## config.mk

```make
export PLATFORM = sky130hd
export DESIGN_NAME = websocket_frame_deframer
export DESIGN_NICKNAME = d
export VERILOG_FILES = /design/src/rtl/wsfd_pkg.sv /design/src/rtl/wsfd_parser.sv /design/src/rtl/websocket_frame_deframer.sv
export SDC_FILE = /design/constraint.sdc
export NUM_CORES = 1
export LEC_CHECK = 0
export BUFFER_PORTS_ARGS = -buffer_cell sky130_fd_sc_hd__buf_4
export CORE_ASPECT_RATIO = 0.8
export CORE_UTILIZATION = 55
export DETAILED_ROUTE_END_ITERATION = 6
export GPL_TIMING_DRIVEN = 0
export PLACE_DENSITY = 0.77
export RECOVER_POWER = 50
export SETUP_SLACK_MARGIN = 0.3
export SYNTH_ARGS = -nofsm -noshare
export SYNTH_HDL_FRONTEND = slang
export SYNTH_SLANG_ARGS = --single-unit
```

## constraint.sdc

```tcl
create_clock -name clock -period 3.5 [get_ports clock]
set_input_delay 0.175 -clock clock [delete_from_list [all_inputs] [get_ports clock]]
set_output_delay 0.175 -clock clock [all_outputs]
set_load 0.05 [all_outputs]
```

## src/rtl/wsfd_pkg.sv

```systemverilog
// Shared types and constants for the WebSocket frame deframer.
`default_nettype none

package wsfd_pkg;

   // Result kinds, carried on rsp_tuser
   localparam logic [1:0] KIND_TEXT  = 2'd0;
   localparam logic [1:0] KIND_OTHER = 2'd1;
   localparam logic [1:0] KIND_CLOSE = 2'd2;
   localparam logic [1:0] KIND_ERROR = 2'd3;

   // Protocol error codes
   localparam logic [2:0] ERR_NONE     = 3'd0;
   localparam logic [2:0] ERR_FIN      = 3'd1;
   localparam logic [2:0] ERR_MASK     = 3'd2;
   localparam logic [2:0] ERR_LEN64    = 3'd3;
   localparam logic [2:0] ERR_TOO_LONG = 3'd4;

   // Frame opcodes of interest
   localparam logic [3:0] OP_TEXT  = 4'h1;
   localparam logic [3:0] OP_CLOSE = 4'h8;

   // 7-bit length codes that select the extended forms
   localparam logic [6:0] LEN_EXT16 = 7'd126;
   localparam logic [6:0] LEN_EXT64 = 7'd127;

   localparam logic [15:0] MAX_PAYLOAD_RESET = 16'd4096;

   // One result from the parser
   typedef struct packed {
      logic       valid;
      logic [1:0] kind;
      logic [7:0] payload_byte;
      logic       last_byte;
      logic [2:0] error_code;
      logic [3:0] frame_opcode;
   } result_type;

endpackage

`default_nettype wire

```

## src/rtl/wsfd_parser.sv

```systemverilog
// Frame header parser, mask key store, payload unmasking; one byte per cycle on step.
`default_nettype none

module wsfd_parser (
   input  wire logic                clock,
   input  wire logic                reset,
   input  wire logic                step,          // process data_byte this cycle
   input  wire logic [7:0]          data_byte,
   input  wire logic [15:0]         max_payload,
   output wsfd_pkg::result_type     result
);
   import wsfd_pkg::*;

   typedef enum logic [2:0] {
      PH_HDR0,
      PH_HDR1,
      PH_EXT,
      PH_MASK,
      PH_DATA
   } phase_type;

   phase_type   phase_ff, phase_in;
   logic [3:0]  opcode_ff, opcode_in;
   logic [15:0] length_ff, length_in;
   logic [31:0] mask_ff, mask_in;
   logic [15:0] count_ff, count_in;
   logic [1:0]  hidx_ff, hidx_in;
   logic        halted_ff, halted_in;

   logic [15:0] length_sel;
   logic        too_long;
   logic [7:0]  key_byte;
   logic [16:0] count_next;
   logic        last;

   // Length that completes in this byte, and the limit check
   assign length_sel = (phase_ff == PH_HDR1) ? {9'd0, data_byte[6:0]}
                                             : {length_ff[7:0], data_byte};
   assign too_long   = length_sel > max_payload;

   // Unmask path
   assign key_byte   = mask_ff[{count_ff[1:0], 3'b000} +: 8];
   assign count_next = {1'b0, count_ff} + 17'd1;
   assign last       = count_next >= {1'b0, length_ff};

   // Next state and result
   always_comb begin
      phase_in  = phase_ff;
      opcode_in = opcode_ff;
      length_in = length_ff;
      mask_in   = mask_ff;
      count_in  = count_ff;
      hidx_in   = hidx_ff;
      halted_in = halted_ff;
      result    = '0;
      result.frame_opcode = opcode_ff;

      if (!halted_ff) begin
         case (phase_ff)
            PH_HDR0: begin
               opcode_in = data_byte[3:0];
               result.frame_opcode = data_byte[3:0];
               if (!data_byte[7]) begin
                  halted_in         = 1'b1;
                  result.valid      = 1'b1;
                  result.kind       = KIND_ERROR;
                  result.error_code = ERR_FIN;
               end else begin
                  phase_in = PH_HDR1;
               end
            end
            PH_HDR1: begin
               if (!data_byte[7]) begin
                  halted_in         = 1'b1;
                  result.valid      = 1'b1;
                  result.kind       = KIND_ERROR;
                  result.error_code = ERR_MASK;
               end else if (data_byte[6:0] == LEN_EXT64) begin
                  halted_in         = 1'b1;
                  result.valid      = 1'b1;
                  result.kind       = KIND_ERROR;
                  result.error_code = ERR_LEN64;
               end else if (data_byte[6:0] == LEN_EXT16) begin
                  phase_in  = PH_EXT;
                  hidx_in   = 2'd0;
                  length_in = '0;
               end else begin
                  length_in = length_sel;
                  if (too_long) begin
                     halted_in         = 1'b1;
                     result.valid      = 1'b1;
                     result.kind       = KIND_ERROR;
                     result.error_code = ERR_TOO_LONG;
                  end else begin
                     phase_in = PH_MASK;
                     hidx_in  = 2'd0;
                     mask_in  = '0;
                  end
               end
            end
            PH_EXT: begin
               length_in = length_sel;
               if (hidx_ff == 2'd0) begin
                  hidx_in = 2'd1;
               end else if (too_long) begin
                  halted_in         = 1'b1;
                  result.valid      = 1'b1;
                  result.kind       = KIND_ERROR;
                  result.error_code = ERR_TOO_LONG;
               end else begin
                  phase_in = PH_MASK;
                  hidx_in  = 2'd0;
                  mask_in  = '0;
               end
            end
            PH_MASK: begin
               mask_in[{hidx_ff, 3'b000} +: 8] = data_byte;
               if (hidx_ff != 2'd3) begin
                  hidx_in = hidx_ff + 2'd1;
               end else begin
                  hidx_in  = 2'd0;
                  count_in = '0;
                  if (length_ff == 16'd0) begin
                     // empty frame ends right after its key
                     phase_in     = PH_HDR0;
                     result.valid = 1'b1;
                     if (opcode_ff == OP_CLOSE) begin
                        halted_in   = 1'b1;
                        result.kind = KIND_CLOSE;
                     end else begin
                        result.kind = KIND_OTHER;
                     end
                  end else begin
                     phase_in = PH_DATA;
                  end
               end
            end
            PH_DATA: begin
               count_in = count_next[15:0];
               if (opcode_ff == OP_TEXT) begin
                  if (last) begin
                     phase_in = PH_HDR0;
                  end
                  result.valid        = 1'b1;
                  result.kind         = KIND_TEXT;
                  result.payload_byte = data_byte ^ key_byte;
                  result.last_byte    = last;
               end else if (last) begin
                  phase_in     = PH_HDR0;
                  result.valid = 1'b1;
                  if (opcode_ff == OP_CLOSE) begin
                     halted_in   = 1'b1;
                     result.kind = KIND_CLOSE;
                  end else begin
                     result.kind = KIND_OTHER;
                  end
               end
            end
            default: begin
               phase_in = PH_HDR0;
            end
         endcase
      end
   end

   // Parser state
   always_ff @(posedge clock) begin
      if (reset) begin
         phase_ff  <= PH_HDR0;
         opcode_ff <= '0;
         length_ff <= '0;
         mask_ff   <= '0;
         count_ff  <= '0;
         hidx_ff   <= '0;
         halted_ff <= 1'b0;
      end else if (step) begin
         phase_ff  <= phase_in;
         opcode_ff <= opcode_in;
         length_ff <= length_in;
         mask_ff   <= mask_in;
         count_ff  <= count_in;
         hidx_ff   <= hidx_in;
         halted_ff <= halted_in;
      end
   end

endmodule

`default_nettype wire

```

## src/rtl/websocket_frame_deframer.sv

```systemverilog
// Top level of the WebSocket client frame deframer: input register, parser, result register.
//
// Usage:
//   req_* carries the client byte stream, one byte per transaction in req_tdata.
//   rsp_* carries at most one result per input byte: kind on rsp_tuser, last
//   payload byte of a text frame on rsp_tlast, payload byte, error code and
//   frame opcode in rsp_tdata. Unmasked bytes of non-empty text frames come
//   out; other frames give one result at their end.
//   csr_wr_en / csr_wr_data write the payload length limit (reset 4096);
//   write it only while no bytes are in flight.
// Timing:
//   A byte is registered in the input register when it is accepted and runs
//   through the parser when the parser advances; any result lands in the
//   result register then and is shown on rsp_* until taken. One byte per
//   cycle is sustained while rsp_tready stays high; the input register lets
//   one more byte enter while a result waits.
// Reset clears the parser to await a frame header and empties both
// registers. A close frame or a protocol error halts the parser until reset.
// When rsp_tready is low the result holds, the input register fills, and
// req_tready drops until the result is taken.
`default_nettype none

module websocket_frame_deframer (
   input  wire logic        clock,
   input  wire logic        reset,
   // input stream
   input  wire logic        req_tvalid,
   output logic             req_tready,
   input  wire logic [7:0]  req_tdata,    // [7:0] data_byte
   // result stream
   output logic             rsp_tvalid,
   input  wire logic        rsp_tready,
   output logic [15:0]      rsp_tdata,    // [7:0] payload_byte, [10:8] error_code,
                                          // [14:11] frame_opcode_out, [15] zero
   output logic [1:0]       rsp_tuser,    // [1:0] kind
   output logic             rsp_tlast,    // last_byte
   // configuration
   input  wire logic        csr_wr_en,
   input  wire logic [15:0] csr_wr_data   // max_payload
);
   import wsfd_pkg::*;

   logic        in_valid_ff, in_valid_in;
   logic [7:0]  in_data_ff;
   logic        out_valid_ff, out_valid_in;
   result_type  out_ff;
   logic [15:0] max_payload_ff;
   logic        advance;
   result_type  result;

   // Parser advances when a byte waits and the result register can take a result
   assign advance    = in_valid_ff && (!out_valid_ff || rsp_tready);
   assign req_tready = !in_valid_ff || advance;

   wsfd_parser u_parser (
      .clock       (clock),
      .reset       (reset),
      .step        (advance),
      .data_byte   (in_data_ff),
      .max_payload (max_payload_ff),
      .result      (result)
   );

   // Input register
   always_comb begin
      if (req_tvalid && req_tready) begin
         in_valid_in = 1'b1;
      end else if (advance) begin
         in_valid_in = 1'b0;
      end else begin
         in_valid_in = in_valid_ff;
      end
   end

   // Result register
   always_comb begin
      if (advance && result.valid) begin
         out_valid_in = 1'b1;
      end else if (rsp_tready) begin
         out_valid_in = 1'b0;
      end else begin
         out_valid_in = out_valid_ff;
      end
   end

   always_ff @(posedge clock) begin
      if (reset) begin
         in_valid_ff    <= 1'b0;
         out_valid_ff   <= 1'b0;
         max_payload_ff <= MAX_PAYLOAD_RESET;
      end else begin
         in_valid_ff  <= in_valid_in;
         out_valid_ff <= out_valid_in;
         if (csr_wr_en) begin
            max_payload_ff <= csr_wr_data;
         end
      end
   end

   // Payload registers
   always_ff @(posedge clock) begin
      if (req_tvalid && req_tready) begin
         in_data_ff <= req_tdata;
      end
      if (advance && result.valid) begin
         out_ff <= result;
      end
   end

   assign rsp_tvalid = out_valid_ff;
   assign rsp_tdata  = {1'b0, out_ff.frame_opcode, out_ff.error_code, out_ff.payload_byte};
   assign rsp_tuser  = out_ff.kind;
   assign rsp_tlast  = out_ff.last_byte;

endmodule

`default_nettype wire

```

* After elaboration in Yosys (flattened, before gate mapping)
Cells that the tools add are included.
** Word-level totals
- Word-level logic and storage cells :: 137
- Register bits after elaboration :: 118
- Output and inout bits :: 21
- Bits of input ports :: 29
** Operators by class
- Magnitude comparators :: 2
- Shift-type cells :: 3
- Add/subtract/negate cells :: 3
- Bitwise logic cells :: 4
- Reduce and logical (&&, ||, !) cells :: 22
- Equality and inequality tests :: 16
- Muxes and demuxes :: 71
** Operator list (count)
- $mux W32 :: 5
- $pmux W32 S3 :: 1
- $mux W16 :: 5
- $mux W3 :: 24
- $pmux W16 S2 :: 2
- $bwmux W32 :: 1
- $shift A8 B7 Y32 const A :: 1
- $shiftx A32 B6 Y8 :: 1
- $shiftx A8 B7 Y32 :: 1
- $pmux W3 S5 :: 2
- $mux W19 :: 1
- $mux W9 :: 2
- $add A16 B1 Y17 const B :: 1
- $ge A17 B16 Y1 :: 1
- $mux W1 :: 17
- $gt A16 B16 Y1 :: 1
- $logic_not A16 Y1 :: 1
- $eq A7 B7 Y1 const B :: 2
- $mux W2 :: 7
- $ne A2 B2 Y1 const B :: 7
- $reduce_and A5 Y1 :: 2
- $pmux W3 S3 :: 1
- $reduce_and A8 Y1 :: 1
- $reduce_bool A2 Y1 :: 4
- other kinds (23) :: 30

* Depth between registers and ports, before layout
Gate-level depths: netlist (run 1).
- Word-level depth :: 11
- Depth in mapped cells :: 14
- Mapped depth without buffers :: 12

* By module
From an unflattened synthesis (run 1), not the netlist that was laid out.
** Unflattened totals
- Cells, all modules :: 713
- Area, all modules :: 6592.6 um2
** By module, submodules not included
- wsfd_parser :: area each 5127.4 um2, instances 1, cells an instance 622, sequential area each 1481.4 um2
- websocket_frame_deframer :: area each 1465.2 um2, instances 1, cells an instance 91, sequential area each 1141.1 um2

* Worst setup path before layout (run 1)
No wires, ideal clock.
- Path kind :: reg-to-reg
- Start :: register u_parser.phase_ff[0]
- End :: register out_ff, in the netlist rsp_tdata[0], enable pin
- Library setup time :: 399 ps
- Cell stages (with the launch flop) :: 15
- Arrival time :: 3467 ps
- Required time :: 3101 ps
- Buffers on the path :: 4
- Clock period less this slack :: 3866 ps
- Slack :: -366 ps
- Cells stage by stage :: dfxtp_1 -> buf_2 -> inv_1 -> nor3_1 -> clkbuf_1 -> nor2_1 -> ha_1 -> nand4_1 -> nor3_1 -> a21boi_1 -> o41a_1 -> buf_2 -> buf_2 -> a221oi_2 -> a21oi_1
** Between the ends
- Cells in the longest elaborated chain, start to end :: 10
- Elaborated cells between the ends (all ways) :: 15
- Classes of those cells :: order compare (1); eq/ne (4); mux (8); reduce/logical (2)
** Ends and longest elaborated chain
- start: declaration :: RTL line wsfd_parser.sv:22 : phase_type phase_ff, phase_in;
- start signal: assignment :: RTL line wsfd_parser.sv:177 : phase_ff <= phase_in;
- $eq A3 B1 Y1 :: RTL line wsfd_parser.sv:37, wsfd_parser.sv:59
- $mux W16 :: RTL line wsfd_parser.sv:37 : assign length_sel = (phase_ff == PH_HDR1) ? {9'd0, data_byte[6:0]}
- $gt A16 B16 Y1 :: RTL line wsfd_parser.sv:39 : assign too_long = length_sel > max_payload;
- $mux W3 :: RTL line wsfd_parser.sv:89, wsfd_parser.sv:105
- $mux W3 :: RTL line wsfd_parser.sv:83 : end else if (data_byte[6:0] == LEN_EXT16) begin
- $mux W3 :: RTL line wsfd_parser.sv:78 : end else if (data_byte[6:0] == LEN_EXT64) begin
- $mux W3 :: RTL line wsfd_parser.sv:73 : if (!data_byte[7]) begin
- $pmux W3 S5 (*) :: RTL line wsfd_parser.sv:59 : case (phase_ff)
- $mux W19 (*) :: RTL line wsfd_parser.sv:58 : if (!halted_ff) begin
- $logic_and A1 B1 Y1 (*) :: RTL line websocket_frame_deframer.sv:105 : if (advance && result.valid) begin
- end signal: assignment :: RTL line websocket_frame_deframer.sv:106 : out_ff <= result;
- end: declaration :: RTL line websocket_frame_deframer.sv:46 : result_type out_ff;
Every way passes the cells marked *; elsewhere a longest branch is shown, timed or not.
A chain may end at the register's enable or synchronous reset.

* Final worst setup path (run 1)
- Start :: register u_parser.phase_ff[0]
- End :: register out_ff, in the netlist rsp_tdata[1], enable pin
The elaborated chain is that of the path after synthesis.

==> flow_metrics.tcl, run 1 <==
set metrics [dict create \
    ys_types 66 \
    drtIter0Drc 629 \
    crit_end "rsp_tdata[1]" \
    cellPowerDensity_nw_per_um2 412 \
    cts_sinks 118 \
    maxCapViolCount 0 \
    wirelength_mm 19.2 \
    drive_above_1_share_pct 18.2 \
    syn_nets 800 \
    slew_violations 0 \
    ir_worst_vdd_mv 0.335 \
    setup_violations 0 \
    final_cell_mix "dfxtp_1 (87), nor2_1 (65), nand2_1 (62), clkbuf_1 (48), a21oi_1 (47)" \
    drc 0 \
    async_flop_share_pct 0 \
    slew_headroom_pct 4.87 \
    p_leak_nw 3.01 \
    antenna_cells 0 \
    via_count 6201 \
    final_nets 905 \
    ys_ff_latch 118 \
    seq_area_frac_synth_pct 40.1 \
    clockRootBuffer "clkbuf_16" \
    core_um2 11600 \
    fmax_mhz 295 \
    crit_required_ns 3.69 \
    finalHoldViolCount 0 \
    critPathLaunchType "flip-flop" \
    clk_path_buf_depth 2 \
    viasPerCell 6.21 \
    synth-edff-count 26 \
    dpl.hpwl_mm 12.8 \
    stdcell_area_um2 8210 \
    grt_use_total_pct 32.2 \
    syn_area_um2 6540 \
    antenna_found_initial 0 \
    status "finished, final reports clean" \
    r2r_setup_slack_ns 0.11 \
    cts_made_buffers 17 \
    io_buffers 47 \
    grt_max_degree 17 \
    yosys_warnings 0 \
    drtAntennaViolNets 0 \
    ioPinCount 50 \
    pre_cts_slack_ns -0.282 \
    placed_cell_area_um2 7090 \
    grt_setup_unrepaired "yes" \
    reg2regPathDepth 17 \
    synth.avg_cell_area_um2 8.93 \
    gp_congestion 0.956 \
    cp-end-kind "flip-flop" \
    clkLatencyLatePin_ns 0.42 \
    wl_per_cell_um 19.2 \
    worst_ep_arrival_time_ns 3.57 \
    crit_start "u_parser.phase_ff[0]" \
    die_y_um 99.5 \
    overflow 0 \
    finalCriticalPeriod_ns 3.39 \
    fin_crit_sh_pct 96.8 \
    worst_pin_slew_ns 1.41 \
    setup.worst_path.class "reg -> reg" \
    hold_class "in -> reg" \
    clk_pin_slew_ns 0.05 \
    fin_ws_ns 0.112 \
    dieArea_um2 12300 \
    whs_ns 0.0107 \
    start_util_pct 56.5 \
    h-tree-depth 4 \
    tritoncts "built" \
    synth_ff_type "dfxtp_1" \
    timing.rr.start "u_parser.phase_ff[0]" \
    syn_to_final_growth_pct 25.6 \
    power_mw 3.39 \
    crit_path_max_fanout 5 \
    finalClockSkew_ns 0.00875 \
    syn_inst 732 \
    grt_pass1_wl_mm 29.9 \
    die_w_um 124 \
    dr.pass1.iters 6 \
    grt_pass1_vias 5706 \
    regToRegEndpoint "rsp_tdata[1]" \
    layout_commonest_cell "dfxtp_1" \
    row_count 35 \
]
==> logic make-up (layout without fill, tap and decap cells) <==
group	after synthesis	in the layout	synth area share [%]
flip-flops	118	118	40.1
buffers and inverters	87	205	5.59
AND/OR/NAND/NOR	245	245	18.5
AO/OA/AOI/OAI	191	191	19.3
XOR/XNOR	22	22	2.95
multiplexers	29	29	6.05
adder cells (fa/ha/maj)	39	39	7.47
other	1	1	0.0574
==> metrics by stage <==
step                      std cells  TNS [ns]  utilization, %
after floorplan                 732         0               -
after global placement          927     -4.10            61.4
after detailed placement        927     -5.06            61.4
after CTS                       985         0            69.5
after global routing            998         0            71.0
final                           998         0            71.0
==> how the worst min path moves through the flow <==
stage | start | to | slack, ns | cells past startpoint
2_1_floorplan | req_tdata[0] | in_data_ff[0] | 0.27 | 0
3_3_place_gp | req_tdata[3] | in_data_ff[3] | 0.35 | 1
3_5_place_dp | req_tdata[7] | in_data_ff[7] | 0.35 | 1
4_1_cts | csr_wr_data[13] | max_payload_ff[13] | 0.005 | 3
5_1_grt | csr_wr_data[2] | max_payload_ff[2] | 0.02 | 3
6_report | csr_wr_data[4] | max_payload_ff[4] | 0.01 | 3
==> area by class of cell <==
| class | instances | area [um2] |
|---|---|---|
| multi-input combinational | 527 | 3740 |
| fill | 890 | 3350 |
| inverter | 40 | 153 |
| tap | 148 | 185 |
| timing repair buffer | 86 | 687 |
| clock inverter | 9 | 76.3 |
| buffer | 47 | 265 |
| clock buffer | 23 | 468 |
| sequential | 118 | 2640 |
==> sequential cells by signal, summed over array words and instances, names as in the netlist <==
| name | flops |
|---|---|
| u_parser.mask_ff | 32 |
| max_payload_ff | 16 |
| u_parser.count_ff | 16 |
| u_parser.length_ff | 16 |
| rsp_tdata | 15 |
| in_data_ff | 8 |
| u_parser.opcode_ff | 4 |
| u_parser.phase_ff | 3 |
| rsp_tuser | 2 |
| u_parser.hidx_ff | 2 |
| in_valid_ff | 1 |
| rsp_tlast | 1 |
| rsp_tvalid | 1 |
| u_parser.halted_ff | 1 |
==> cell usage after synthesis, drive strengths merged, types with 3 or more instances <==
master   number  area [um2]
a21o          7        52.6
a21oi        49         245
a22oi        14         105
a311oi        3        26.3
a31oi         6        37.5
and2          5        33.8
and3          5        31.3
and4          8        70.1
buf          20         110
clkbuf       27         105
dfxtp        92        1840
edfxtp       26         781
ha           39         488
inv          39         146
mux2          4        45.0
mux2i        17         170
mux4          8         180
nand2        62         233
nand3        40         205
nand4         7        50.1
nor2         68         255
nor2b        11        68.8
nor3         15        85.1
nor4          5        37.5
nor4b         4        35.0
o2111ai      32         280
o211ai        3        22.5
o21a          6        45.0
o21ai        51         255
or3           8        50.1
xnor2        17         149
xor2          5        43.8
==> metal layers <==
metal | vias to the layer above | routed length (um) | global-route usage (%)
met4 | 0 | 375 | 11.4
met5 | - | 0 | 0
met2 | 318 | 8440 | 46.2
li1 | 2901 | - | -
met1 | 2944 | 8500 | 45.8
met3 | 38 | 1870 | 9.17
==> power by group <==
part	total [mW]	internal (mW)	switching, mW	leakage (nW)
clock network	1.62	1.01	0.614	0.267
registers	1.44	1.42	0.0223	0.999
logic	0.325	0.132	0.192	1.75
total	3.39	2.56	0.828	3.01
==> critical path, stage by stage, from the launching register on <==
cell       delay [ns]
dfxtp_1          0.35
buf_6            0.12
inv_4            0.04
nor3_4           0.29
buf_8            0.17
nor2_2           0.04
ha_1             0.32
nand4_1          0.15
buf_4            0.13
buf_4            0.10
a21oi_2          0.03
o41a_1           0.42
buf_6            0.13
buf_8            0.12
a221oi_4         0.33
a21oi_4          0.10
buf_12           0.15
clkbuf_16        0.14
==> repair_timing <==
item,in CTS,in global routing
hold buffers,15,0
resized for setup,32,37
setup endpoints to repair,56,52
pin swaps,6,17
endpoints found under the hold margin,15,0
setup buffers,9,11
cloned,2,2
No activity file was read; power rests on OpenSTA's default activity.
==> inputs of run 2 (changes only) <==
--- a/config.mk
+++ b/config.mk
@@ -10,9 +10,11 @@
 export CORE_UTILIZATION = 55
 export DETAILED_ROUTE_END_ITERATION = 6
 export GPL_TIMING_DRIVEN = 0
+export HOLD_SLACK_MARGIN = 0.03
 export PLACE_DENSITY = 0.77
 export RECOVER_POWER = 50
 export SETUP_SLACK_MARGIN = 0.3
 export SYNTH_ARGS = -nofsm -noshare
 export SYNTH_HDL_FRONTEND = slang
+export SYNTH_HIERARCHICAL = 1
 export SYNTH_SLANG_ARGS = --single-unit
==> run 2 against run 1 <==
Effect of this change: die area increased by 0.85%; sequential share of layout area fell by 0.060 points; global-route usage down 2.1 points; worst hold slack gained 0.061 ns; power is 2.9% higher; maximum frequency increased by 3.8%; flip-flop and latch count unchanged; cell count decreased by 1.4%; via count down 4.1%; critical endpoint is now rsp_tdata[13]; highest routed layer unchanged.
==> flow_metrics.tcl, run 2 <==
set metrics [dict create \
    status "finished, final reports clean" \
    clockRootBuffer "clkbuf_16" \
    cp_top_family "simple AND/OR/NAND/NOR gates" \
    layout_commonest_cell "dfxtp_1" \
    finalCriticalPeriod_ns 3.26 \
    via_count 5944 \
    synth_top_family_by_area "simple AND/OR/NAND/NOR gates" \
    grt_max_degree 17 \
    regMostFlops "u_parser/mask_ff" \
    gp_congestion 0.906 \
    tritoncts "built" \
    critPathLaunchType "flip-flop" \
    cp.depth 13 \
    fillers 802 \
    grt_pass1_vias 5797 \
    ys_top_cells_by_area "dfxtp_1 (28%), edfxtp_1 (12%), mux2i_1 (7.9%)" \
    grt_setup_unrepaired "yes" \
    h-tree-depth 4 \
    start_util_pct 56.8 \
    fin_crit_sh_pct 93.3 \
    reg2regPathDepth 13 \
    dieArea_um2 12400 \
    synth_ff_type "dfxtp_1" \
    cellPowerDensity_nw_per_um2 422 \
    yosys.area_share.simple_pct 21.7 \
    grt_pass1_wl_mm 29.2 \
    yosys_warnings 6 \
    slew_violations 0 \
    syn_area_um2 6590 \
    finalHoldViolCount 0 \
    whs_ns 0.0717 \
    ir_worst_vdd_mv 0.374 \
    die_y_um 99.9 \
    stdcell_area_um2 8250 \
    wirelength_mm 18.8 \
    antenna_cells 0 \
    hold_class "in -> reg" \
    finalClockSkew_ns 0.0127 \
    core_um2 11600 \
    dpl.hpwl_mm 12.3 \
    multi_input_area_um2 3760 \
    synth-edff-count 26 \
    final_cells 984 \
    viasPerCell 6.04 \
    ys_ff_latch 118 \
    synth_top_area_share_pct 27.9 \
    slowest_delay_ns 0.44 \
    ioPinCount 50 \
    fmax_mhz 306 \
    setup.worst_path.class "reg -> reg" \
    drtAntennaViolNets 0 \
    cp_common_cell "nand2_1" \
    final_cell_mix "dfxtp_1 (81), nand2_1 (70), nor2_1 (64), a21oi_1 (55), mux2i_1 (52)" \
    clk_path_buf_depth 2 \
    clkLatencyLatePin_ns 0.42 \
    synth-adder-area-share_pct 7.40 \
    synth.avg_cell_area_um2 9.25 \
    synth.most_common_cell "dfxtp_1" \
    final_nets 891 \
    crit_required_ns 3.63 \
    worst_pin_slew_ns 1.34 \
    drive_above_1_share_pct 18.2 \
    setup_violations 0 \
    synth-compound-area-share_pct 11.6 \
    cts_made_buffers 17 \
    ys_types 64 \
    ff_latch_area_um2 2640 \
    cts_sinks 118 \
    whs_path_depth 3 \
    io_buffers 46 \
    async_flop_share_pct 0 \
    largest_reg_flops 32 \
    synth.area.mux_share_pct 11.7 \
    placed_cell_area_um2 7140 \
    wl_per_cell_um 19.1 \
    clk_pin_slew_ns 0.06 \
    maxCapViolCount 0 \
    row_count 35 \
    cp-end-kind "flip-flop" \
    seq_area_frac_synth_pct 39.8 \
    grt_use_total_pct 30.0 \
    synth_xor_area_share_pct 3.06 \
    p_leak_nw 3.03 \
    path_cells "nor2_2 -> nand2_1 -> and2_1 -> ha_1 -> nand4_1 -> a2111o_1 -> a31oi_4 -> a22oi_2 -> a31oi_1 -> nand2_1 -> nor2b_4 -> buf_12 -> buf_16" \
    antenna_found_initial 0 \
    overflow 0 \
    dp.cells 907 \
    dr.pass1.iters 6 \
    slew_headroom_pct 9.98 \
    drtIter0Drc 523 \
    syn_nets 781 \
    drc 0 \
    syn_to_final_growth_pct 25.1 \
    die_w_um 124 \
    syn_inst 713 \
    yosys-top-cells-count "dfxtp_1 (92), nand2_1 (71), nor2_1 (67)" \
    worst_ep_arrival_time_ns 3.40 \
    post-synth-top-area-cell "dfxtp_1" \
    crit_path_top_delay_cell "a2111o_1" \
    crit_path_max_fanout 9 \
    crit_buf_inv 2 \
]
==> run 2: changes by cell type in the layout (fill, tap and decap cells not counted), moves of 10 or more <==
| cell | change |
|---|---|
| buf_4 | -15 |
| clkbuf_1 | -10 |
| clkbuf_4 | +16 |
| mux2i_1 | +35 |
| nand2b_1 | +36 |
| nand3_1 | -16 |
| o2111ai_1 | -31 |
| o21ai_0 | -24 |
==> run 2: routing by layer <==
layer,vias up,GRT usage (%),wire length (um)
met5,-,0,0
met4,0,12.2,392
met3,43,7.57,1480
met2,338,49.8,8920
met1,2828,37.7,8030
li1,2735,-,-
==> run 2: kinds of logic after synthesis <==
kind of cell               count (synthesis)
AOI/OAI and AO/OA                        115
xor gates and xnor gates                  23
adders and majority gates                 39
buffers and inverters                     71
DFF                                      118
muxes                                     66
other                                      1
and+or+nand+nor                          280
==> run 2: final cells by class <==
type	count	area share (%)
Sequential cell	118	32.0
Buffer	35	2.31
Timing Repair Buffer	91	9.14
Inverter	36	1.64
Clock inverter	15	1.88
Multi-Input combinational cell	524	45.6
Tap cell	148	2.24
Clock buffer	17	5.16
==> run 2: repair_timing <==
item / 4_1_cts / 5_1_grt
buffers inserted: 11 / 9
setup endpoints to repair: 20 / 51
hold buffers: 24 / 0
pin swaps: 10 / 11
cloned: 1 / 0
resized for setup: 29 / 20
hold endpoints to repair: 24 / 0
==> run 2: tightest hold or removal path, delay by kind of cell <==
family / cells / cell delay, ns
buffers and inverters: 1 / 0.08
muxes: 1 / 0.08
and+or+nand+nor: 1 / 0.11
==> run 2: power breakdown <==
group | switching, mW | total (mW) | internal, mW
combinational | 0.192 | 0.334 | 0.143
sequential | 0.0303 | 1.45 | 1.42
clock | 0.652 | 1.70 | 1.05
total | 0.874 | 3.48 | 2.61
==> run 2: worst paths after layout <==
| kind | from | endpoint | slack, ns |
|---|---|---|---|
| min reg2reg | u_parser/mask_ff[16] | u_parser/mask_ff[16] | 0.47 |
| min | csr_wr_data[5] | max_payload_ff[5] | 0.07 |
| max | u_parser/phase_ff[1] | rsp_tdata[13] | 0.24 |
| max reg2reg | u_parser/phase_ff[1] | rsp_tdata[13] | 0.24 |
==> run 2: through the flow <==
step,total power [mW],setup slack (ns),TNS (ns),utilization (%)
detailed placement,1.77,-0.363,-6.51,61.5
finish,3.48,0.236,0,71.1
global route,3.58,0.168,0,71.1
CTS,3.49,0.302,0,70.4
floorplan,1.67,0.312,0,-
global placement,1.76,-0.332,-5.96,61.5
